[config.mk]
export PLATFORM = sky130hd
export DESIGN_NAME = utf8_to_utf16_transcoder_core
export DESIGN_NICKNAME = d
export VERILOG_FILES = /design/src/design/utt_pkg.sv /design/src/design/utt_out_fifo.sv /design/src/design/utt_decode.sv /design/src/design/utf8_to_utf16_transcoder_core.sv
export VERILOG_INCLUDE_DIRS = /design/src /design/src/design
export SDC_FILE = /design/constraint.sdc
export NUM_CORES = 1
export LEC_CHECK = 0
export BUFFER_PORTS_ARGS = -buffer_cell sky130_fd_sc_hd__clkbuf_2
export CORE_UTILIZATION = 30
export CTS_BUF_LIST = sky130_fd_sc_hd__clkbuf_2 sky130_fd_sc_hd__clkbuf_4 sky130_fd_sc_hd__clkbuf_8
export DETAILED_ROUTE_END_ITERATION = 12
export PLACE_DENSITY = 0.51
export SLEW_MARGIN = 10
export SYNTH_ARGS = -nofsm -noshare
export SYNTH_HDL_FRONTEND = slang
export SYNTH_SLANG_ARGS = --single-unit
export TNS_END_PERCENT = 100
[constraint.sdc]
create_clock -name clk -period 8.42 [get_ports clk]
set_input_delay 2.105 -clock clk [delete_from_list [all_inputs] [get_ports clk]]
set_output_delay 2.105 -clock clk [all_outputs]
set_load 0.02 [all_outputs]
[src/design/utf8_to_utf16_transcoder_core_assert.svh]
// ----------------------------------------------------------------------------
// utf8 to utf16 transcoder assertion macros
// clocked on clk, disabled while arst_n is low
// ----------------------------------------------------------------------------
`ifndef UTF8_TO_UTF16_TRANSCODER_CORE_ASSERT_SVH
`define UTF8_TO_UTF16_TRANSCODER_CORE_ASSERT_SVH

// same-cycle implication
`define UTT_ASSERT_NOW(label, ante, cons, msg) \
	label: assert property (@(posedge clk) disable iff (!arst_n) (ante) |-> (cons)) \
		else $error(msg);

// next-cycle implication
`define UTT_ASSERT_NEXT(label, ante, cons, msg) \
	label: assert property (@(posedge clk) disable iff (!arst_n) (ante) |=> (cons)) \
		else $error(msg);

`endif

[src/design/utt_pkg.sv]
// ----------------------------------------------------------------------------
// utt_pkg
// types and constants shared by the utf8 to utf16 transcoder
// ----------------------------------------------------------------------------
`default_nettype none

package utt_pkg;

	// input word: one utf-8 byte plus end-of-string flag
	typedef struct packed {
		logic [7:0] in_byte;
		logic       end_of_string;
	} in_word_t;

	// output word: one utf-16 unit
	typedef struct packed {
		logic [15:0] out_unit;
		logic        last_of_run;
		logic [15:0] units_so_far;
	} out_word_t;

	// per-string decoder state
	typedef struct packed {
		logic [1:0]  bytes_pending;
		logic [20:0] code_accum;
		logic [15:0] units_written;
		logic        halted;
	} dec_state_t;

	// units produced by one byte
	typedef struct packed {
		logic [1:0] count;
		out_word_t  word0;
		out_word_t  word1;
	} dec_result_t;

	// output queue sizing
	localparam int FIFO_DEPTH = 4;
	localparam int FIFO_AW    = $clog2(FIFO_DEPTH);
	localparam int FIFO_LW    = $clog2(FIFO_DEPTH + 1);
	localparam logic [FIFO_LW-1:0] FIFO_ROOM_LIMIT = FIFO_LW'(FIFO_DEPTH - 2);
	localparam logic [FIFO_LW-1:0] FIFO_FULL_LEVEL = FIFO_LW'(FIFO_DEPTH);

	// output queue status
	typedef struct packed {
		logic [FIFO_LW-1:0] level;
		logic               room2;
	} fifo_stat_t;

	// lead byte tags
	localparam logic [2:0] LEAD2_TAG = 3'b110;
	localparam logic [3:0] LEAD3_TAG = 4'b1110;
	localparam logic [4:0] LEAD4_TAG = 5'b11110;

	// code point ranges
	localparam logic [20:0] CP_BMP_LOW_END    = 21'h00D7FF;
	localparam logic [20:0] CP_BMP_HIGH_START = 21'h00E000;
	localparam logic [20:0] CP_BMP_END        = 21'h00FFFF;
	localparam logic [20:0] CP_SUPP_START     = 21'h010000;
	localparam logic [20:0] CP_MAX            = 21'h10FFFF;

	// surrogate bases
	localparam logic [15:0] HI_SURR_BASE = 16'hD800;
	localparam logic [15:0] LO_SURR_BASE = 16'hDC00;
	localparam logic [5:0]  HI_SURR_TAG  = 6'b110110;

	localparam logic [15:0] CAP_RESET = 16'hFFFF;

endpackage

`default_nettype wire

[src/design/utt_out_fifo.sv]
// ----------------------------------------------------------------------------
// utt_out_fifo
// small output queue, takes up to two units per cycle, gives one
// ----------------------------------------------------------------------------
`default_nettype none

module utt_out_fifo import utt_pkg::*; (
	input  wire logic        clk,
	input  wire logic        arst_n,
	input  wire logic [1:0]  push_count,
	input  wire out_word_t   push_word0,
	input  wire out_word_t   push_word1,
	input  wire logic        pop,
	output logic             head_valid,
	output out_word_t        head_word,
	output fifo_stat_t       stat
);

	out_word_t          mem_q [FIFO_DEPTH];
	logic [FIFO_AW-1:0] wr_ptr_q;
	logic [FIFO_AW-1:0] rd_ptr_q;
	logic [FIFO_LW-1:0] level_q;
	logic [FIFO_LW-1:0] level_after_pop;
	logic [FIFO_AW-1:0] wr_ptr_next1;

	assign wr_ptr_next1    = wr_ptr_q + FIFO_AW'(1);
	assign level_after_pop = level_q - FIFO_LW'(pop);

	assign head_valid  = (level_q != '0);
	assign head_word   = mem_q[rd_ptr_q];
	assign stat.level  = level_q;
	assign stat.room2  = (level_after_pop <= FIFO_ROOM_LIMIT);

	always_ff @(posedge clk or negedge arst_n) begin
		if (!arst_n) begin
			wr_ptr_q <= '0;
			rd_ptr_q <= '0;
			level_q  <= '0;
		end else begin
			wr_ptr_q <= wr_ptr_q + FIFO_AW'(push_count);
			rd_ptr_q <= rd_ptr_q + FIFO_AW'(pop);
			level_q  <= level_after_pop + FIFO_LW'(push_count);
		end
	end

	// payload storage, no reset
	always_ff @(posedge clk) begin
		if (push_count != 2'd0) begin
			mem_q[wr_ptr_q] <= push_word0;
		end
		if (push_count == 2'd2) begin
			mem_q[wr_ptr_next1] <= push_word1;
		end
	end

endmodule

`default_nettype wire

[src/design/utt_decode.sv]
// ----------------------------------------------------------------------------
// utt_decode
// one byte of utf-8 against current state: next state and utf-16 units
// ----------------------------------------------------------------------------
`default_nettype none

module utt_decode import utt_pkg::*; (
	input  wire in_word_t    word,
	input  wire dec_state_t  state,
	input  wire logic [15:0] capacity,
	output dec_state_t       state_next,
	output dec_result_t      result
);

	logic        emit_req;
	logic [20:0] emit_cp;
	logic [20:0] acc_shifted;
	logic [20:0] supp_off;
	logic        is_one;
	logic        is_two;
	logic [1:0]  need;
	logic        fits;
	logic [15:0] hi_unit;
	logic [15:0] lo_unit;
	logic [7:0]  b;

	assign b           = word.in_byte;
	assign acc_shifted = {state.code_accum[14:0], b[5:0]};

	// classify the finished code point
	assign is_one   = (emit_cp <= CP_BMP_LOW_END) ||
	                  ((emit_cp >= CP_BMP_HIGH_START) && (emit_cp <= CP_BMP_END));
	assign is_two   = (emit_cp >= CP_SUPP_START) && (emit_cp <= CP_MAX);
	assign need     = is_two ? 2'd2 : (is_one ? 2'd1 : 2'd0);
	assign fits     = ({1'b0, state.units_written} + 17'(need)) <= {1'b0, capacity};
	assign supp_off = emit_cp - CP_SUPP_START;
	assign hi_unit  = HI_SURR_BASE + 16'(supp_off[19:10]);
	assign lo_unit  = LO_SURR_BASE + 16'(supp_off[9:0]);

	always_comb begin
		state_next = state;
		emit_req   = 1'b0;
		emit_cp    = '0;
		if (!state.halted) begin
			priority if (state.bytes_pending != 2'd0) begin
				state_next.code_accum    = acc_shifted;
				state_next.bytes_pending = state.bytes_pending - 2'd1;
				emit_req                 = (state.bytes_pending == 2'd1);
				emit_cp                  = acc_shifted;
			end else if (!b[7]) begin
				emit_req = 1'b1;
				emit_cp  = 21'(b);
			end else if (b[7:5] == LEAD2_TAG) begin
				state_next.code_accum    = 21'(b[4:0]);
				state_next.bytes_pending = 2'd1;
			end else if (b[7:4] == LEAD3_TAG) begin
				state_next.code_accum    = 21'(b[3:0]);
				state_next.bytes_pending = 2'd2;
			end else if (b[7:3] == LEAD4_TAG) begin
				state_next.code_accum    = 21'(b[2:0]);
				state_next.bytes_pending = 2'd3;
			end else begin
				// invalid lead byte gives u+0000 unless it ends the string
				emit_req = !word.end_of_string;
				emit_cp  = '0;
			end
		end

		result.count = 2'd0;
		if (emit_req && (need != 2'd0)) begin
			if (fits) begin
				result.count             = need;
				state_next.units_written = state.units_written + 16'(need);
			end else begin
				state_next.halted = 1'b1;
			end
		end

		if (word.end_of_string) begin
			state_next = '0;
		end

		result.word0.out_unit     = is_two ? hi_unit : emit_cp[15:0];
		result.word0.last_of_run  = !is_two;
		result.word0.units_so_far = state.units_written + 16'd1;
		result.word1.out_unit     = lo_unit;
		result.word1.last_of_run  = 1'b1;
		result.word1.units_so_far = state.units_written + 16'd2;
	end

endmodule

`default_nettype wire

[src/design/utf8_to_utf16_transcoder_core.sv]
// ----------------------------------------------------------------------------
// utf8_to_utf16_transcoder_core
// streaming utf-8 to utf-16 transcoder with a per-string unit capacity
//
//   channel  | direction | handshake             | word
//   ---------+-----------+-----------------------+--------------------------
//   in       | sink      | in_valid / in_stall   | in_word_t  (byte, eos)
//   out      | source    | out_valid / out_stall | out_word_t (unit, last, count)
//   cfg      | sink      | cfg_valid / cfg_ready | out_capacity, 16 bits
//
// one byte accepted per cycle while in_stall is low; the first unit of a byte is
// offered only after it has passed through both registers
// (input register, then output queue)
// a surrogate pair is two units but comes from four bytes, so with
// the output never stalled the queue stays at two words or less and the input
// never stalls
// in_stall rises only while the input register holds a byte that the output
// queue cannot take two more units for
// reset clears string state, queue and input register; capacity resets to 65535
// ----------------------------------------------------------------------------
`default_nettype none

module utf8_to_utf16_transcoder_core import utt_pkg::*; (
	input  wire logic        clk,
	input  wire logic        arst_n,
	// input byte channel
	input  wire logic        in_valid,
	output logic             in_stall,
	input  wire in_word_t    in_data,
	// output unit channel
	output logic             out_valid,
	input  wire logic        out_stall,
	output out_word_t        out_data,
	// capacity register write
	input  wire logic        cfg_valid,
	output logic             cfg_ready,
	input  wire logic [15:0] cfg_data
);

	`include "utf8_to_utf16_transcoder_core_assert.svh"

	// input register
	logic        valid_s1;
	in_word_t    word_s1;

	// string state and capacity
	dec_state_t  st_q;
	dec_state_t  st_next;
	logic [15:0] cap_q;

	dec_result_t res;
	fifo_stat_t  fstat;
	logic        in_accept;
	logic        advance;
	logic        pop;
	logic [1:0]  push_count;

	// register always takes a write; writes must arrive only while idle, which the block itself does not enforce
	assign cfg_ready = 1'b1;

	// the held byte moves on when the queue has room for a full pair
	assign advance   = valid_s1 && fstat.room2;
	assign in_stall  = valid_s1 && !fstat.room2;
	assign in_accept = in_valid && !in_stall;
	assign pop       = out_valid && !out_stall;

	// units only enter the queue when the byte is really consumed
	assign push_count = advance ? res.count : 2'd0;

	always_ff @(posedge clk or negedge arst_n) begin
		if (!arst_n) begin
			valid_s1 <= 1'b0;
			st_q     <= '0;
			cap_q    <= CAP_RESET;
		end else begin
			if (in_accept) begin
				valid_s1 <= 1'b1;
			end else if (advance) begin
				valid_s1 <= 1'b0;
			end
			// state steps once per consumed byte
			if (advance) begin
				st_q <= st_next;
			end
			if (cfg_valid && cfg_ready) begin
				cap_q <= cfg_data;
			end
		end
	end

	// byte payload, no reset
	always_ff @(posedge clk) begin
		if (in_accept) begin
			word_s1 <= in_data;
		end
	end

	// decode the held byte against the string state
	utt_decode u_decode (
		.word       (word_s1),
		.state      (st_q),
		.capacity   (cap_q),
		.state_next (st_next),
		.result     (res)
	);

	// output queue doubles as the result register
	utt_out_fifo u_out_fifo (
		.clk        (clk),
		.arst_n     (arst_n),
		.push_count (push_count),
		.push_word0 (res.word0),
		.push_word1 (res.word1),
		.pop        (pop),
		.head_valid (out_valid),
		.head_word  (out_data),
		.stat       (fstat)
	);

	// queue never holds more than its depth
	`UTT_ASSERT_NOW(a_fifo_bound, 1'b1, fstat.level <= FIFO_FULL_LEVEL, "output queue overflow")
	// stall only while a byte is held
	`UTT_ASSERT_NOW(a_stall_held, in_stall, valid_s1, "stall without held byte")
	// a pair always starts with a high surrogate
	`UTT_ASSERT_NOW(a_pair_high, advance && (res.count == 2'd2),
		res.word0.out_unit[15:10] == HI_SURR_TAG, "pair without high surrogate")
	// once halted, only string end releases the block
	`UTT_ASSERT_NEXT(a_halt_sticky, advance && st_q.halted && !word_s1.end_of_string,
		st_q.halted, "halt dropped before string end")

endmodule

`default_nettype wire
======== Word level (Yosys, flattened, before mapping) ========
Memories as Yosys holds them, arrays and structs flattened.
Cells that the tools add are included.
storage, ports and cells
  register bits after elaboration ......... 67
  RAM bits ................................ 132
  input port bits ......................... 30
  output and inout port bits .............. 36
  word-level logic and storage cells ...... 95
  memories kept ........................... 1
cells by class
  $add $sub $neg .......................... 13
  $lt $le $gt $ge ......................... 7
  equal/unequal tests ..................... 7
  multiplexer cells ....................... 31
  reduce and logical (&&, ||, !) cells .... 25
memory list
  memory            words  width  read ports  clocked after Yosys merged registers in  wr ports  RTL line            source
  u_out_fifo.mem_q  4      33     1           0                                        2         utt_out_fifo.sv:19  out_word_t mem_q [FIFO_DEPTH];
operators by type and width
  operator                                                                               number
  23-bit two-way mux                                                                     6
  21-bit by 16-bit <= comparator with 1-bit output, second input constant                2
  21-bit two-way mux                                                                     2
  40-bit two-way mux                                                                     1
  15-bit by 11-bit adder with 16-bit output, first input constant                        2
  16-bit two-way mux                                                                     2
  21-bit by 16-bit greater-or-equal comparator with 1-bit output, second input constant  1
  21-bit by 17-bit greater-or-equal comparator with 1-bit output, second input constant  1
  21-bit <= comparator, second input constant                                            1
  20-bit by 17-bit subtractor with 20-bit output, second input constant                  1
  16-bit by 2-bit adder with 17-bit output                                               1
  17-bit by 16-bit <= comparator with 1-bit output                                       1
  17-bit two-way mux                                                                     1
  16-bit by 1-bit adder with 16-bit output, second input constant                        1
  16-bit by 2-bit adder with 16-bit output                                               1
  16-bit by 2-bit adder with 16-bit output, second input constant                        1
  1-bit two-way mux                                                                      14
  2-bit nonzero test                                                                     6
  2-bit two-way mux                                                                      4
  1-bit logical AND                                                                      7
  7-bit two-way mux                                                                      1
  3-bit AND reduction                                                                    2
  3-bit nonzero test                                                                     2
  5-bit equality test, second input constant                                             1
  other kinds (16)                                                                       21

======== Longest topological paths before layout ========
Gate-level depths: netlist (run 1).
  word-level depth ........................ 16
  mapped depth ............................ 32

======== By module ========
Synthesis (run 1) repeated with hierarchy kept, for this count alone.
unflattened totals
  cell total of the unflattened synthesis .. 896
  area total of the unflattened synthesis .. 11967.7 um^2
modules (own cells, without submodules)
  module                         instances  cells each  area an instance (um^2)  sequential area each (um^2)
  utt_out_fifo                   1          357         6876.6                   4139.0
  utf8_to_utf16_transcoder_core  1          138         2621.3                   1716.6
  utt_decode                     1          401         2469.9                   0.0

======== Worst setup path before layout (run 1) ========
Ideal clock, no wire load.
  path type ............................... reg-to-reg
  start point ............................. reg st_q[38] (netlist name)
  end point ............................... mem u_out_fifo.mem_q[3][9] (netlist name), data pin
  data arrival time ....................... 6545 ps
  setup slack ............................. 1742 ps
  cell stages (with the launch flop) ...... 32
  path buffers ............................ 8
  cell sequence ........................... dfrtp_1 -> buf_2 -> o21ba_2 -> clkbuf_1 -> buf_1 -> nand2_1 -> ha_1 -> inv_1 -> nor4_1 -> o31a_2 -> buf_6 -> buf_6 -> buf_2 -> nor2_1 -> ha_1 -> inv_1 -> fa_1 -> nand3b_1 -> or2_2 -> o21ai_0 -> nand2_1 -> ha_1 -> nand4_1 -> nor4_1 -> a21oi_1 -> a21oi_1 -> nor2_1 -> buf_4 -> buf_6 -> a211o_1 -> inv_1 -> o221a_2
RTL lines
  item                    RTL line                             source
  start, declared         utf8_to_utf16_transcoder_core.sv:47  dec_state_t st_q;
  start signal, assigned  utf8_to_utf16_transcoder_core.sv:83  st_q <= st_next;
  end, declared           utt_out_fifo.sv:19

==> report_table.html, run 1 <==
<table>
<tr><th>Metric</th><th>Value</th></tr>
<tr><th colspan="2">Pwr</th></tr>
<tr><td>Psw</td><td>1568 uW</td></tr>
<tr><td>Power density over cell area</td><td>303.4 nW/um^2</td></tr>
<tr><td>Worst vdd ir</td><td>0.1510 mV</td></tr>
<tr><td>Overall power consumption</td><td>3600 uW</td></tr>
<tr><td>Static leakage</td><td>0.004125 uW</td></tr>
<tr><td>Sw Ratio</td><td>43.54%</td></tr>
<tr><td>Internal power consumption</td><td>2032 uW</td></tr>
<tr><td>Combinational Power Share</td><td>42.6%</td></tr>
<tr><td>Clock power frac</td><td>17.2%</td></tr>
<tr><td>Register share of total power</td><td>40.2%</td></tr>
<tr><th colspan="2">Layout</th></tr>
<tr><td>Number of inserted diodes</td><td>0</td></tr>
<tr><td>Area of all placed cells without fillers</td><td>11860 um^2</td></tr>
<tr><td>Layout cells sized above 1</td><td>18.97%</td></tr>
<tr><td>Net count reported at finish</td><td>1075</td></tr>
<tr><td>Total of fill cells in the finished design</td><td>3660</td></tr>
<tr><td>Area growth from synthesis to layout</td><td>9.492%</td></tr>
<tr><th colspan="2">Die</th></tr>
<tr><td>Height of the chip</td><td>192.0 um</td></tr>
<tr><td>Width of the die</td><td>192.0 um</td></tr>
<tr><td>Die footprint</td><td>36880 um^2</td></tr>
<tr><td>Row count</td><td>69</td></tr>
<tr><td>Number of primary I/O pins</td><td>66</td></tr>
<tr><td>Core footprint</td><td>35570 um^2</td></tr>
<tr><td>Initial core utilization</td><td>30.46%</td></tr>
<tr><th colspan="2">Yosys</th></tr>
<tr><td>Proportion of netlist area held by the largest area contributor</td><td>31.32%</td></tr>
<tr><td>Warning count from the yosys run</td><td>0</td></tr>
<tr><td>Post-synth top flop</td><td>sky130_fd_sc_hd__edfxtp_1</td></tr>
<tr><td>Distinct cell type count of the synthesized netlist</td><td>88</td></tr>
<tr><td>Cells after Synth</td><td>996</td></tr>
<tr><td>Most frequent cells after synthesis</td><td>sky130_fd_sc_hd__edfxtp_1, sky130_fd_sc_hd__nand2_1, sky130_fd_sc_hd__o21ai_0</td></tr>
<tr><td>Cell taking the most area after synthesis</td><td>sky130_fd_sc_hd__edfxtp_1</td></tr>
<tr><td>EDFF count, synth</td><td>113</td></tr>
<tr><td>Flip-flop and latch count after synthesis</td><td>199</td></tr>
<tr><td>Cell types with the largest area share after synthesis</td><td>sky130_fd_sc_hd__edfxtp_1, sky130_fd_sc_hd__dfrtp_1, sky130_fd_sc_hd__mux4_2, sky130_fd_sc_hd__dfxtp_1, sky130_fd_sc_hd__o21ai_0</td></tr>
<tr><td>Combined area of all synthesized cells</td><td>10840 um^2</td></tr>
<tr><td>Share of async-settable or async-resettable flops after synthesis</td><td>29.15%</td></tr>
<tr><td>Syn avg cell area</td><td>10.88 um^2</td></tr>
<tr><td>Nets in the synthesized netlist</td><td>1056</td></tr>
<tr><td>Sequential element share of the synthesized area</td><td>50.07%</td></tr>
<tr><td>Most used standard cell by instance count after synthesis</td><td>sky130_fd_sc_hd__edfxtp_1</td></tr>
<tr><th colspan="2">Detailed routing</th></tr>
<tr><td>First-pass iteration count of the detailed router</td><td>6</td></tr>
<tr><td>Total via count in the routed design</td><td>8319</td></tr>
<tr><td>WL per Instance</td><td>20.87 um</td></tr>
<tr><td>Antenna violation net count after detailed routing</td><td>0</td></tr>
<tr><td>Average via count per standard cell</td><td>5.587</td></tr>
<tr><td>Count of routing violations after the opening detailed-route iteration</td><td>894</td></tr>
<tr><td>Residual DRC count</td><td>0</td></tr>
<tr><td>Wire length reported by the detailed router</td><td>31080 um</td></tr>
<tr><th colspan="2">Global routing</th></tr>
<tr><td>Total routing usage reported by global routing</td><td>17.25%</td></tr>
<tr><td>Wire length of the first global-routing pass</td><td>48050 um</td></tr>
<tr><td>GRT overflow</td><td>0</td></tr>
<tr><td>Vias in the first global route</td><td>7921</td></tr>
<tr><td>Global-route met2 utilization</td><td>26.12%</td></tr>
<tr><td>Busiest layer in global routing</td><td>met2</td></tr>
<tr><td>Initial antenna violation count</td><td>0</td></tr>
<tr><td>GR Layer Usage met1</td><td>25.56%</td></tr>
<tr><td>Largest net degree at the start of global routing</td><td>59</td></tr>
<tr><td>Met3 layer usage reported by global route</td><td>2.375%</td></tr>
<tr><th colspan="2">Worst setup path</th></tr>
<tr><td>Startpoint of the worst-slack reg-to-reg timing path</td><td>st_q[0]</td></tr>
<tr><td>Start-to-end type of the worst setup path</td><td>flop to flop</td></tr>
<tr><td>Origin of the worst setup path</td><td>st_q[0]</td></tr>
<tr><td>R2R cell count</td><td>23</td></tr>
<tr><td>Biggest fanout along the worst timing path</td><td>30</td></tr>
<tr><td>Worst path arrival time</td><td>7860 ps</td></tr>
<tr><td>Sort of element at the start of the critical path</td><td>flop</td></tr>
<tr><td>Critical Path RT</td><td>8750 ps</td></tr>
<tr><td>Crit path capture type</td><td>flop</td></tr>
<tr><th colspan="2">Timing</th></tr>
<tr><td>Aggregate negative setup slack</td><td>0 ps</td></tr>
<tr><td>Pins over their slew limit</td><td>0</td></tr>
<tr><td>Worst setup skew after layout</td><td>28.00 ps</td></tr>
<tr><td>Setup repair after global routing missed its margin</td><td>false</td></tr>
<tr><td>Number of hold violations in the final report</td><td>0</td></tr>
<tr><td>Worst relative slew slack</td><td>32.62%</td></tr>
<tr><td>Tightest Pin Transition</td><td>1003 ps</td></tr>
<tr><td>Period minus WS final</td><td>7533 ps</td></tr>
<tr><td>Final setup fails</td><td>0</td></tr>
<tr><td>Tcrit/Tclk final</td><td>89.47%</td></tr>
<tr><td>Fmax</td><td>132.7 MHz</td></tr>
<tr><th colspan="2">Run status</th></tr>
<tr><td>Status</td><td>finished, final reports clean</td></tr>
<tr><th colspan="2">Clocking</th></tr>
<tr><td>Num CTS Buffers</td><td>17</td></tr>
<tr><td>CTS H-Tree Depth</td><td>4</td></tr>
<tr><td>Clk slew on worst S/H paths</td><td>120 ps</td></tr>
<tr><td>Clock tree root buffer cell</td><td>sky130_fd_sc_hd__clkbuf_8</td></tr>
<tr><td>CTS Sinks</td><td>199</td></tr>
<tr><td>Number of buffers inserted for hold repair after clock tree synthesis</td><td>0</td></tr>
<tr><td>Deepest clock path buffer count</td><td>2</td></tr>
<tr><td>Setup fix buffers added after clock tree synthesis</td><td>0</td></tr>
<tr><td># resized after CTS</td><td>0</td></tr>
<tr><td>Clock latency reported for the late side of the worst-skew pair</td><td>500 ps</td></tr>
<tr><td>Clock tree from TritonCTS</td><td>yes</td></tr>
<tr><th colspan="2">Placed design</th></tr>
<tr><td>Placement-stage cell area</td><td>11460 um^2</td></tr>
<tr><td>Detailed placer's ending HPWL</td><td>21700 um</td></tr>
<tr><td>Final weighted congestion in routability-driven placement</td><td>0.8483</td></tr>
<tr><td>Number of buffers inserted by port buffering</td><td>64</td></tr>
<tr><th colspan="2">Flow run</th></tr>
<tr><td>Max-cap violation count</td><td>0</td></tr>
<tr><th colspan="2">Worst hold path</th></tr>
<tr><td>Hold Path Cell Cnt</td><td>2</td></tr>
<tr><td>Hold path startpoint</td><td>u_out_fifo.mem_q[1][30]</td></tr>
<tr><td>Hold Crit Class</td><td>flop to flop</td></tr>
</table>
-- cell families (layout without fill, tap and decap cells) --
| family | after synthesis | after routing | share of synthesized area [%] |
|---|---|---|---|
| AOI/OAI and AO/OA | 320 | 320 | 20.00 |
| xor gates and xnor gates | 27 | 27 | 2.182 |
| adders and majority gates | 30 | 30 | 3.603 |
| buffers and inverters | 122 | 154 | 5.173 |
| DFF | 199 | 199 | 50.07 |
| muxes | 34 | 34 | 6.963 |
| other | 1 | 1 | 0.03461 |
| and+or+nand+nor | 263 | 263 | 11.97 |
-- layer usage --
layer	wire length, um	share of wire [%]
met3	1845	5.9
met1	14940	48
met5	0	0
met2	13880	45
met4	417	1.3
-- state kept, by name, indices dropped and copies added, names as in the netlist --
signal and cells:
u_out_fifo.level_q 3, valid_s1 1, u_out_fifo.wr_ptr_q 2, cap_q 16
u_out_fifo.rd_ptr_q 2, word_s1 9, st_q 34, u_out_fifo.mem_q 132
-- cell type report --
type                    instances  area [um^2]  area share (%)
flip-flops and latches        199         5426           45.74
well taps                     461        576.8           4.862
clock inverters                14        157.7           1.329
clock buffers                  18        241.5           2.035
multi-input cells             675         4852           40.90
inverters                      43        163.9           1.382
repair buffers                 79        445.4           3.754
-- path summary, 6_finish.rpt --
path | end | slack, ps
min reg2reg | u_out_fifo.mem_q[1][30] | 470
max in group asynchronous | u_out_fifo.rd_ptr_q[0] | 6080
max | u_out_fifo.mem_q[1][4] | 890
min | u_out_fifo.mem_q[1][30] | 470
max reg2reg | u_out_fifo.mem_q[1][4] | 890
min in group asynchronous | st_q[38] | 1770
-- cells in the final DEF (no fill, tap or decap), types with 5 or more instances in the layout --
master | netlist | final
sky130_fd_sc_hd__xnor2_1 | 15 | 15
sky130_fd_sc_hd__dfxtp_1 | 28 | 28
sky130_fd_sc_hd__nor2_1 | 46 | 45
sky130_fd_sc_hd__nand2_1 | 90 | 90
sky130_fd_sc_hd__a21o_1 | 7 | 7
sky130_fd_sc_hd__clkbuf_2 | 1 | 64
sky130_fd_sc_hd__mux4_2 | 33 | 33
sky130_fd_sc_hd__or3_1 | 16 | 16
sky130_fd_sc_hd__a31oi_1 | 8 | 8
sky130_fd_sc_hd__a211o_1 | 8 | 8
sky130_fd_sc_hd__edfxtp_1 | 113 | 113
sky130_fd_sc_hd__ha_1 | 28 | 28
sky130_fd_sc_hd__dfrtp_1 | 42 | 41
sky130_fd_sc_hd__nand4_1 | 14 | 14
sky130_fd_sc_hd__dfstp_2 | 16 | 16
sky130_fd_sc_hd__o21ai_0 | 89 | 89
sky130_fd_sc_hd__a311oi_1 | 15 | 15
sky130_fd_sc_hd__nand2b_1 | 6 | 6
sky130_fd_sc_hd__nor3_1 | 10 | 10
sky130_fd_sc_hd__inv_1 | 40 | 40
sky130_fd_sc_hd__buf_4 | 6 | 14
sky130_fd_sc_hd__and3_1 | 13 | 13
sky130_fd_sc_hd__o211ai_1 | 7 | 7
sky130_fd_sc_hd__a22o_1 | 13 | 13
sky130_fd_sc_hd__o22ai_1 | 64 | 64
sky130_fd_sc_hd__a21oi_1 | 51 | 51
sky130_fd_sc_hd__nand3_1 | 29 | 29
sky130_fd_sc_hd__nor4_1 | 13 | 13
sky130_fd_sc_hd__clkbuf_8 | 0 | 17
sky130_fd_sc_hd__xor2_1 | 12 | 12
sky130_fd_sc_hd__and2_1 | 5 | 5
-- metrics by stage --
step / hold slack [ps] / instances / worst slack (ps) / util (%)
after global routing: 494.3 / 1489 / 332.9 / 33.35
after detailed placement: 454.2 / 1457 / 1034 / 32.23
after CTS: 470.3 / 1489 / 964.4 / 33.35
after global placement: 446.1 / 1457 / 1295 / 32.23
after floorplan: 433.3 / 996 / 1742 / -
final: 467.3 / 1489 / 886.9 / 33.35
-- critical path, stage by stage, from the launching register on --
cell and delay, ps:
sky130_fd_sc_hd__dfrtp_1 510, sky130_fd_sc_hd__o21ba_2 680, sky130_fd_sc_hd__nand2_1 200, sky130_fd_sc_hd__inv_1 170
sky130_fd_sc_hd__ha_1 170, sky130_fd_sc_hd__a32o_1 150, sky130_fd_sc_hd__o31a_2 560, sky130_fd_sc_hd__inv_4 320
sky130_fd_sc_hd__fa_1 560, sky130_fd_sc_hd__nand3b_1 310, sky130_fd_sc_hd__or2_2 430, sky130_fd_sc_hd__o21ai_0 230
sky130_fd_sc_hd__nand2_1 90, sky130_fd_sc_hd__ha_1 300, sky130_fd_sc_hd__nand4_1 140, sky130_fd_sc_hd__nor4_1 310
sky130_fd_sc_hd__a21oi_1 150, sky130_fd_sc_hd__a21oi_1 210, sky130_fd_sc_hd__nor2_2 150, sky130_fd_sc_hd__buf_4 220
sky130_fd_sc_hd__a2111o_2 550, sky130_fd_sc_hd__inv_2 580, sky130_fd_sc_hd__a221oi_1 170, sky130_fd_sc_hd__o21ai_1 190
-- power by group through the flow --
stage	Clock [uW]	Sequential (uW)	Combinational, uW
after floorplan	0	1350	1200
after global placement	0	1460	1540
after detailed placement	0	1470	1550
after CTS	638	1450	1550
after global routing	669	1470	1680
final	619	1450	1530
Power figures use the tool's default switching activity.
==> inputs of run 2 (changes only) <==
- ABC_AREA: default -> 1
==> report_table.html, run 2 <==
<table>
<tr><th>Metric</th><th>Value</th></tr>
<tr><th colspan="2">Clocking</th></tr>
<tr><td>Clock tree root buffer cell</td><td>sky130_fd_sc_hd__clkbuf_8</td></tr>
<tr><td># resized after CTS</td><td>0</td></tr>
<tr><td>Number of buffers inserted for hold repair after clock tree synthesis</td><td>0</td></tr>
<tr><td>Num CTS Buffers</td><td>17</td></tr>
<tr><td>Clock tree from TritonCTS</td><td>yes</td></tr>
<tr><td>CTS H-Tree Depth</td><td>4</td></tr>
<tr><td>Deepest clock path buffer count</td><td>2</td></tr>
<tr><td>Clock latency reported for the late side of the worst-skew pair</td><td>490 ps</td></tr>
<tr><td>Clk slew on worst S/H paths</td><td>120 ps</td></tr>
<tr><td>Setup fix buffers added after clock tree synthesis</td><td>0</td></tr>
<tr><td>CTS Sinks</td><td>199</td></tr>
<tr><th colspan="2">Layout</th></tr>
<tr><td>Net count reported at finish</td><td>1417</td></tr>
<tr><td>Most flops, register</td><td>u_out_fifo.mem_q</td></tr>
<tr><td>Area growth from synthesis to layout</td><td>9.254%</td></tr>
<tr><td>Area of all sequential standard cells</td><td>5426 um^2</td></tr>
<tr><td>Utilization after layout</td><td>33.49%</td></tr>
<tr><td>Total of fill cells in the finished design</td><td>3872</td></tr>
<tr><td>Number of inserted diodes</td><td>0</td></tr>
<tr><td>Post-route insts no fill</td><td>1838</td></tr>
<tr><td>Most frequent cells in the layout</td><td>sky130_fd_sc_hd__nand2_1, sky130_fd_sc_hd__nand3_1, sky130_fd_sc_hd__o21ai_0</td></tr>
<tr><td>Number of flip-flops under the largest register name</td><td>132</td></tr>
<tr><td>Layout cells sized above 1</td><td>12.19%</td></tr>
<tr><td>Most common library cell in the layout ignoring fill and taps</td><td>sky130_fd_sc_hd__nand2_1</td></tr>
<tr><td>Largest regs</td><td>u_out_fifo.mem_q: 132 flops, st_q: 34 flops, cap_q: 16 flops</td></tr>
<tr><td>Area occupied by multi-input gates</td><td>5072 um^2</td></tr>
<tr><th colspan="2">Timing</th></tr>
<tr><td>Final setup fails</td><td>0</td></tr>
<tr><td>Setup repair after global routing missed its margin</td><td>false</td></tr>
<tr><td>Worst setup skew after layout</td><td>22.34 ps</td></tr>
<tr><td>Tightest Pin Transition</td><td>1016 ps</td></tr>
<tr><td>Fmax</td><td>153.5 MHz</td></tr>
<tr><td>Tcrit/Tclk final</td><td>77.39%</td></tr>
<tr><td>Number of hold violations in the final report</td><td>0</td></tr>
<tr><td>Pins over their slew limit</td><td>0</td></tr>
<tr><td>Worst relative slew slack</td><td>32.26%</td></tr>
<tr><td>Aggregate negative setup slack</td><td>0 ps</td></tr>
<tr><td>Period minus WS final</td><td>6516 ps</td></tr>
<tr><th colspan="2">Yosys</th></tr>
<tr><td>Warning count from the yosys run</td><td>0</td></tr>
<tr><td>Distinct cell type count of the synthesized netlist</td><td>48</td></tr>
<tr><td>Share of async-settable or async-resettable flops after synthesis</td><td>29.15%</td></tr>
<tr><td>EDFF count, synth</td><td>113</td></tr>
<tr><td>Post-synth top flop</td><td>sky130_fd_sc_hd__edfxtp_1</td></tr>
<tr><td>Cells after Synth</td><td>1343</td></tr>
<tr><td>Most frequent cells after synthesis</td><td>sky130_fd_sc_hd__nand2_1, sky130_fd_sc_hd__nand3_1, sky130_fd_sc_hd__o21ai_0</td></tr>
<tr><td>Syn avg cell area</td><td>8.397 um^2</td></tr>
<tr><td>Cell taking the most area after synthesis</td><td>sky130_fd_sc_hd__edfxtp_1</td></tr>
<tr><td>Nets in the synthesized netlist</td><td>1403</td></tr>
<tr><td>Proportion of netlist area held by the largest area contributor</td><td>30.09%</td></tr>
<tr><td>Flip-flop and latch count after synthesis</td><td>199</td></tr>
<tr><td>Combined area of all synthesized cells</td><td>11280 um^2</td></tr>
<tr><td>Most used standard cell by instance count after synthesis</td><td>sky130_fd_sc_hd__nand2_1</td></tr>
<tr><td>Sequential element share of the synthesized area</td><td>48.11%</td></tr>
<tr><td>Cell types with the largest area share after synthesis</td><td>sky130_fd_sc_hd__edfxtp_1, sky130_fd_sc_hd__dfrtp_1, sky130_fd_sc_hd__nand3_1, sky130_fd_sc_hd__nand2_1, sky130_fd_sc_hd__o21ai_0</td></tr>
<tr><th colspan="2">Global routing</th></tr>
<tr><td>Vias in the first global route</td><td>9106</td></tr>
<tr><td>Wire length of the first global-routing pass</td><td>52460 um</td></tr>
<tr><td>Initial antenna violation count</td><td>0</td></tr>
<tr><td>Largest net degree at the start of global routing</td><td>104</td></tr>
<tr><td>Total routing usage reported by global routing</td><td>17.53%</td></tr>
<tr><td>GRT overflow</td><td>0</td></tr>
<tr><th colspan="2">Detailed routing</th></tr>
<tr><td>First-pass iteration count of the detailed router</td><td>6</td></tr>
<tr><td>Count of routing violations after the opening detailed-route iteration</td><td>931</td></tr>
<tr><td>Average via count per standard cell</td><td>5.118</td></tr>
<tr><td>WL per Instance</td><td>17.77 um</td></tr>
<tr><td>Total via count in the routed design</td><td>9406</td></tr>
<tr><td>Wire length reported by the detailed router</td><td>32670 um</td></tr>
<tr><td>Antenna violation net count after detailed routing</td><td>0</td></tr>
<tr><td>Residual DRC count</td><td>0</td></tr>
<tr><th colspan="2">Worst setup path</th></tr>
<tr><td>Crit path capture type</td><td>flop</td></tr>
<tr><td>Worst path arrival time</td><td>6680 ps</td></tr>
<tr><td>Crit path largest cell delay</td><td>480 ps</td></tr>
<tr><td>Sort of element at the start of the critical path</td><td>flop</td></tr>
<tr><td>Slowest cell on the critical path</td><td>sky130_fd_sc_hd__dfrtp_1</td></tr>
<tr><td>Biggest fanout along the worst timing path</td><td>34</td></tr>
<tr><td>Critical Path RT</td><td>8590 ps</td></tr>
<tr><td>Start-to-end type of the worst setup path</td><td>flop to flop</td></tr>
<tr><th colspan="2">Die</th></tr>
<tr><td>Die footprint</td><td>38370 um^2</td></tr>
<tr><td>Width of the die</td><td>195.9 um</td></tr>
<tr><td>Row count</td><td>70</td></tr>
<tr><td>Height of the chip</td><td>195.9 um</td></tr>
<tr><td>Core footprint</td><td>36790 um^2</td></tr>
<tr><td>Initial core utilization</td><td>30.66%</td></tr>
<tr><td>Number of primary I/O pins</td><td>66</td></tr>
<tr><th colspan="2">Placed design</th></tr>
<tr><td>Number of buffers inserted by port buffering</td><td>64</td></tr>
<tr><td>Final weighted congestion in routability-driven placement</td><td>0.8812</td></tr>
<tr><td>Detailed placer's ending HPWL</td><td>21820 um</td></tr>
<tr><td>Total instance count after detailed placement</td><td>1806</td></tr>
<tr><th colspan="2">Pwr</th></tr>
<tr><td>Power density over cell area</td><td>345.8 nW/um^2</td></tr>
<tr><td>Worst vdd ir</td><td>0.1673 mV</td></tr>
<tr><td>Static leakage</td><td>0.004990 uW</td></tr>
<tr><td>Overall power consumption</td><td>4260 uW</td></tr>
<tr><th colspan="2">Run status</th></tr>
<tr><td>Status</td><td>finished, final reports clean</td></tr>
<tr><th colspan="2">Flow run</th></tr>
<tr><td>Max-cap violation count</td><td>0</td></tr>
<tr><th colspan="2">Worst hold path</th></tr>
<tr><td>Hold Crit Class</td><td>flop to flop</td></tr>
</table>
[run 2: metal layers]
| layer | routed length [um] | GRT usage (%) | vias up |
|---|---|---|---|
| met5 | 0 | 0 | - |
| met4 | 521 | 5.006 | 0 |
| met3 | 1722 | 2.355 | 28 |
| met2 | 14490 | 27.07 | 278 |
| met1 | 15940 | 25.49 | 4457 |
| li1 | - | - | 4643 |
[run 2: metrics by stage]
stage	cell area, um^2	worst slack, ps	hold slack (ps)
2_1_floorplan	11280	2807	423.6
3_5_place_dp	11890	1933	437.4
5_1_grt	12320	1265	489.7
6_report	12320	1904	468.8
3_3_place_gp	11890	2105	433.5
4_1_cts	12320	1920	467.9
[run 2: final timing paths]
check / endpoint / cells after the start / start / slack (ps)
worst max-delay path: u_out_fifo.mem_q[3][6] / 29 / st_q[0] / 1900
worst min-delay path: u_out_fifo.mem_q[2][31] / 2 / u_out_fifo.mem_q[2][31] / 470
worst max register to register: u_out_fifo.mem_q[3][6] / 29 / st_q[0] / 1900
worst min register to register: u_out_fifo.mem_q[2][31] / 2 / u_out_fifo.mem_q[2][31] / 470
max in group asynchronous: u_out_fifo.rd_ptr_q[0] / 2 / arst_n / 6100
min in group asynchronous: st_q[38] / 2 / arst_n / 1760
[run 2: final cells by class]
type / instances / share of cell area, %
clock buffers: 17 / 1.899
repair buffers: 80 / 3.575
flip-flops and latches: 199 / 44.04
well taps: 468 / 4.753
multi-input cells: 963 / 41.17
clock inverters: 15 / 1.635
inverters: 96 / 2.925
[run 2: kinds of logic after synthesis]
logic type | share of synthesized area [%]
multiplexers | 0.09985
AO/OA/AOI/OAI | 11.54
AND/OR/NAND/NOR | 26.15
XOR/XNOR | 3.495
other | 0.03325
buffers and inverters | 7.112
flip-flops | 48.11
adder cells (fa/ha/maj) | 3.462
[run 2: power by group]
part           internal [uW]  switching, uW  total, uW
Sequential              1330            136       1460
Clock                    256            406        662
Combinational            520           1610       2140
Total                   2100           2160       4260
[run 2: worst max-delay path: cells and delay by family, from the launching register on]
kind,cells,cell delay [ps]
adders and majority gates,3,880
xor gates and xnor gates,1,170
AOI/OAI and AO/OA,2,520
DFF,1,480
buffers and inverters,6,850
and+or+nand+nor,17,3190
==> inputs of run 3 (changes only) <==
- ABC_AREA: 1 -> 0
- PLACE_DENSITY: 0.51 -> 0.53
- clock period: 8.42 -> 5.5 ns (I/O delays scaled with it)
==> report_table.html, run 3 (synthesized netlist as in run 1, its figures left out) <==
<table>
<tr><th>Metric</th><th>Value</th></tr>
<tr><th colspan="2">Flow run</th></tr>
<tr><td>Max-cap violation count</td><td>0</td></tr>
<tr><th colspan="2">Clocking</th></tr>
<tr><td>CTS H-Tree Depth</td><td>4</td></tr>
<tr><td>Clock tree from TritonCTS</td><td>yes</td></tr>
<tr><td>Number of buffers inserted for hold repair after clock tree synthesis</td><td>0</td></tr>
<tr><td>CTS Sinks</td><td>199</td></tr>
<tr><td>Clock tree root buffer cell</td><td>sky130_fd_sc_hd__clkbuf_8</td></tr>
<tr><td>Num CTS Buffers</td><td>17</td></tr>
<tr><td>Clk slew on worst S/H paths</td><td>120 ps</td></tr>
<tr><td>Deepest clock path buffer count</td><td>2</td></tr>
<tr><td>Clock latency reported for the late side of the worst-skew pair</td><td>520 ps</td></tr>
<tr><th colspan="2">Pwr</th></tr>
<tr><td>Combinational Power Share</td><td>48.7%</td></tr>
<tr><td>Clock power frac</td><td>16.1%</td></tr>
<tr><td>Register share of total power</td><td>35.2%</td></tr>
<tr><td>Sw Ratio</td><td>43.04%</td></tr>
<tr><td>Power density over cell area</td><td>451.7 nW/um^2</td></tr>
<tr><td>Overall power consumption</td><td>6159 uW</td></tr>
<tr><td>Psw</td><td>2651 uW</td></tr>
<tr><td>Worst vdd ir</td><td>0.1731 mV</td></tr>
<tr><td>Internal power consumption</td><td>3508 uW</td></tr>
<tr><td>Static leakage</td><td>0.004975 uW</td></tr>
<tr><th colspan="2">Detailed routing</th></tr>
<tr><td>Total via count in the routed design</td><td>8792</td></tr>
<tr><td>First-pass iteration count of the detailed router</td><td>5</td></tr>
<tr><td>Wire length reported by the detailed router</td><td>33610 um</td></tr>
<tr><td>Count of routing violations after the opening detailed-route iteration</td><td>887</td></tr>
<tr><td>Average via count per standard cell</td><td>5.464</td></tr>
<tr><td>Residual DRC count</td><td>0</td></tr>
<tr><td>Antenna violation net count after detailed routing</td><td>0</td></tr>
<tr><td>WL per Instance</td><td>20.89 um</td></tr>
<tr><th colspan="2">Global routing</th></tr>
<tr><td>GRT overflow</td><td>0</td></tr>
<tr><td>Largest net degree at the start of global routing</td><td>59</td></tr>
<tr><td>Wire length of the first global-routing pass</td><td>49800 um</td></tr>
<tr><td>Vias in the first global route</td><td>8475</td></tr>
<tr><td>Initial antenna violation count</td><td>0</td></tr>
<tr><td>Total routing usage reported by global routing</td><td>18.00%</td></tr>
<tr><th colspan="2">Placed design</th></tr>
<tr><td>Final weighted congestion in routability-driven placement</td><td>0.8838</td></tr>
<tr><td>Detailed placer's ending HPWL</td><td>23090 um</td></tr>
<tr><td>Number of buffers inserted by port buffering</td><td>64</td></tr>
<tr><th colspan="2">Die</th></tr>
<tr><td>Initial core utilization</td><td>30.46%</td></tr>
<tr><td>Core footprint</td><td>35570 um^2</td></tr>
<tr><td>Width of the die</td><td>192.0 um</td></tr>
<tr><td>Die footprint</td><td>36880 um^2</td></tr>
<tr><td>Height of the chip</td><td>192.0 um</td></tr>
<tr><td>Row count</td><td>69</td></tr>
<tr><td>Number of primary I/O pins</td><td>66</td></tr>
<tr><th colspan="2">Timing</th></tr>
<tr><td>Final setup fails</td><td>0</td></tr>
<tr><td>Fmax</td><td>182.5 MHz</td></tr>
<tr><td>Setup repair after global routing missed its margin</td><td>true</td></tr>
<tr><td>Worst relative slew slack</td><td>32.22%</td></tr>
<tr><td>Period minus WS final</td><td>5479 ps</td></tr>
<tr><td>Pins over their slew limit</td><td>0</td></tr>
<tr><td>Worst setup skew after layout</td><td>30.48 ps</td></tr>
<tr><td>Number of hold violations in the final report</td><td>0</td></tr>
<tr><td>Tightest Pin Transition</td><td>1017 ps</td></tr>
<tr><td>Tcrit/Tclk final</td><td>99.61%</td></tr>
<tr><td>Aggregate negative setup slack</td><td>0 ps</td></tr>
<tr><th colspan="2">Layout</th></tr>
<tr><td>Area growth from synthesis to layout</td><td>25.83%</td></tr>
<tr><td>Utilization after layout</td><td>38.33%</td></tr>
<tr><td>Most flops, register</td><td>u_out_fifo.mem_q</td></tr>
<tr><td>Layout cells sized above 1</td><td>33.62%</td></tr>
<tr><td>Largest regs</td><td>u_out_fifo.mem_q: 132 flops, st_q: 34 flops, cap_q: 16 flops</td></tr>
<tr><td>Number of inserted diodes</td><td>0</td></tr>
<tr><td>Number of flip-flops under the largest register name</td><td>132</td></tr>
<tr><td>Most common library cell in the layout ignoring fill and taps</td><td>sky130_fd_sc_hd__edfxtp_1</td></tr>
<tr><td>Most frequent cells in the layout</td><td>sky130_fd_sc_hd__edfxtp_1, sky130_fd_sc_hd__buf_4, sky130_fd_sc_hd__nand2_1</td></tr>
<tr><td>Net count reported at finish</td><td>1195</td></tr>
<tr><th colspan="2">Worst setup path</th></tr>
<tr><td>Worst reg2reg setup slack</td><td>20 ps</td></tr>
<tr><td>Slowest cell on the critical path</td><td>sky130_fd_sc_hd__or4b_1</td></tr>
<tr><td>Biggest fanout along the worst timing path</td><td>7</td></tr>
<tr><td>Critical Path RT</td><td>5830 ps</td></tr>
<tr><td>Sort of element at the start of the critical path</td><td>flop</td></tr>
<tr><td>R2R cell count</td><td>23</td></tr>
<tr><td>Critical-path cell list</td><td>or4b_1, a21o_1, a21boi_1, a32o_2, o31a_2, nor2_2, ha_2, inv_2, fa_2, nand3b_1, or2_4, xnor2_2, ha_1, nand4_1, nor4_2, a21oi_2, a21oi_2, nor2_4, buf_6, a2111o_2, inv_8, a221oi_2, o21ai_1</td></tr>
<tr><td>Start-to-end type of the worst setup path</td><td>flop to flop</td></tr>
<tr><td>Reg2reg end</td><td>u_out_fifo.mem_q[1][4]</td></tr>
<tr><td>Crit path largest cell delay</td><td>530 ps</td></tr>
<tr><td>Cell seen most often among critical-path stages</td><td>sky130_fd_sc_hd__a21oi_2</td></tr>
<tr><td>Crit path capture type</td><td>flop</td></tr>
<tr><td>Worst path arrival time</td><td>5810 ps</td></tr>
<tr><td>Startpoint of the worst-slack reg-to-reg timing path</td><td>word_s1[8]</td></tr>
<tr><td>Origin of the worst setup path</td><td>word_s1[8]</td></tr>
<tr><th colspan="2">Run status</th></tr>
<tr><td>Status</td><td>finished, final reports clean</td></tr>
<tr><th colspan="2">Worst hold path</th></tr>
<tr><td>Hold path startpoint</td><td>u_out_fifo.mem_q[0][16]</td></tr>
<tr><td>Hold Path Cell Cnt</td><td>1</td></tr>
<tr><td>Hold Crit Class</td><td>flop to flop</td></tr>
<tr><td>Hold Crit Endpoint</td><td>u_out_fifo.mem_q[0][16]</td></tr>
</table>
run 3: changes by cell type in the layout (fill, tap and decap cells not counted), moves of 35 or more:
cell	delta
sky130_fd_sc_hd__nand2_1	-166
sky130_fd_sc_hd__a21oi_1	+35
sky130_fd_sc_hd__o21ai_1	-43
sky130_fd_sc_hd__nor2_1	-80
sky130_fd_sc_hd__buf_4	+83
sky130_fd_sc_hd__nand3_1	-164
sky130_fd_sc_hd__inv_1	-47
sky130_fd_sc_hd__o21ai_0	-42
run 3: power by group through the flow:
stage | Clock (uW) | Combinational (uW) | Sequential, uW
floorplan | 0 | 1890 | 2070
detailed placement | 0 | 2740 | 2200
global route | 1080 | 3240 | 2210
CTS | 1020 | 2780 | 2170
finish | 993 | 3000 | 2170
global placement | 0 | 2730 | 2190
run 3: critical path, delay by kind of cell, from the launching register on:
family                     cells  cell delay, ps
xor gates and xnor gates       1             140
buffers and inverters          3             320
and+or+nand+nor                7            1710
DFF                            1             410
AOI/OAI and AO/OA              9            1840
adders and majority gates      3             890
run 3: how the worst max path moves through the flow:
stage | slack (ps) | endpoint
floorplan | -380 | u_out_fifo.mem_q[3][9]
global placement | -50 | u_out_fifo.mem_q[0][20]
detailed placement | -80 | u_out_fifo.mem_q[0][5]
CTS | 4 | u_out_fifo.mem_q[0][5]
global route | -230 | u_out_fifo.level_q[1]
finish | 20 | u_out_fifo.mem_q[1][4]
run 3: cell type report:
cell class / count / area [um^2]
timing repair buffer: 198 / 1662
fill: 3522 / 21930
tap: 461 / 576.8
multi-input combinational: 676 / 5341
clock buffer: 17 / 234.0
inverter: 43 / 205.2
sequential: 199 / 5426
clock inverter: 15 / 188.9
run 3: what timing repair did:
action                                  in CTS  in global routing
endpoints found under the setup margin      23                255
resized for setup                           10                 92
buffers inserted                             0                 23
gates cloned                                 0                  8
pin swaps                                    0                 26
run 3: per-stage QoR:
step / setup WS [ps] / hold slack, ps / instance area [um^2] / instances
final: 21.32 / 474.7 / 13630 / 1609
after floorplan: -376.9 / 423.1 / 10960 / 996
after CTS: 3.596 / 479.1 / 12820 / 1580
after detailed placement: -80.12 / 449.6 / 12330 / 1548
after global placement: -52.27 / 431.2 / 12330 / 1548
after global routing: -231.3 / 497.9 / 13630 / 1609
run 3: per-layer routing:
metal,share of wire [%],up-vias,track usage [%]
met2,47,341,27.60
li1,-,4110,-
met4,1.4,0,4.664
met5,0,-,0
met3,6.6,24,3.106
met1,46,4317,26.07
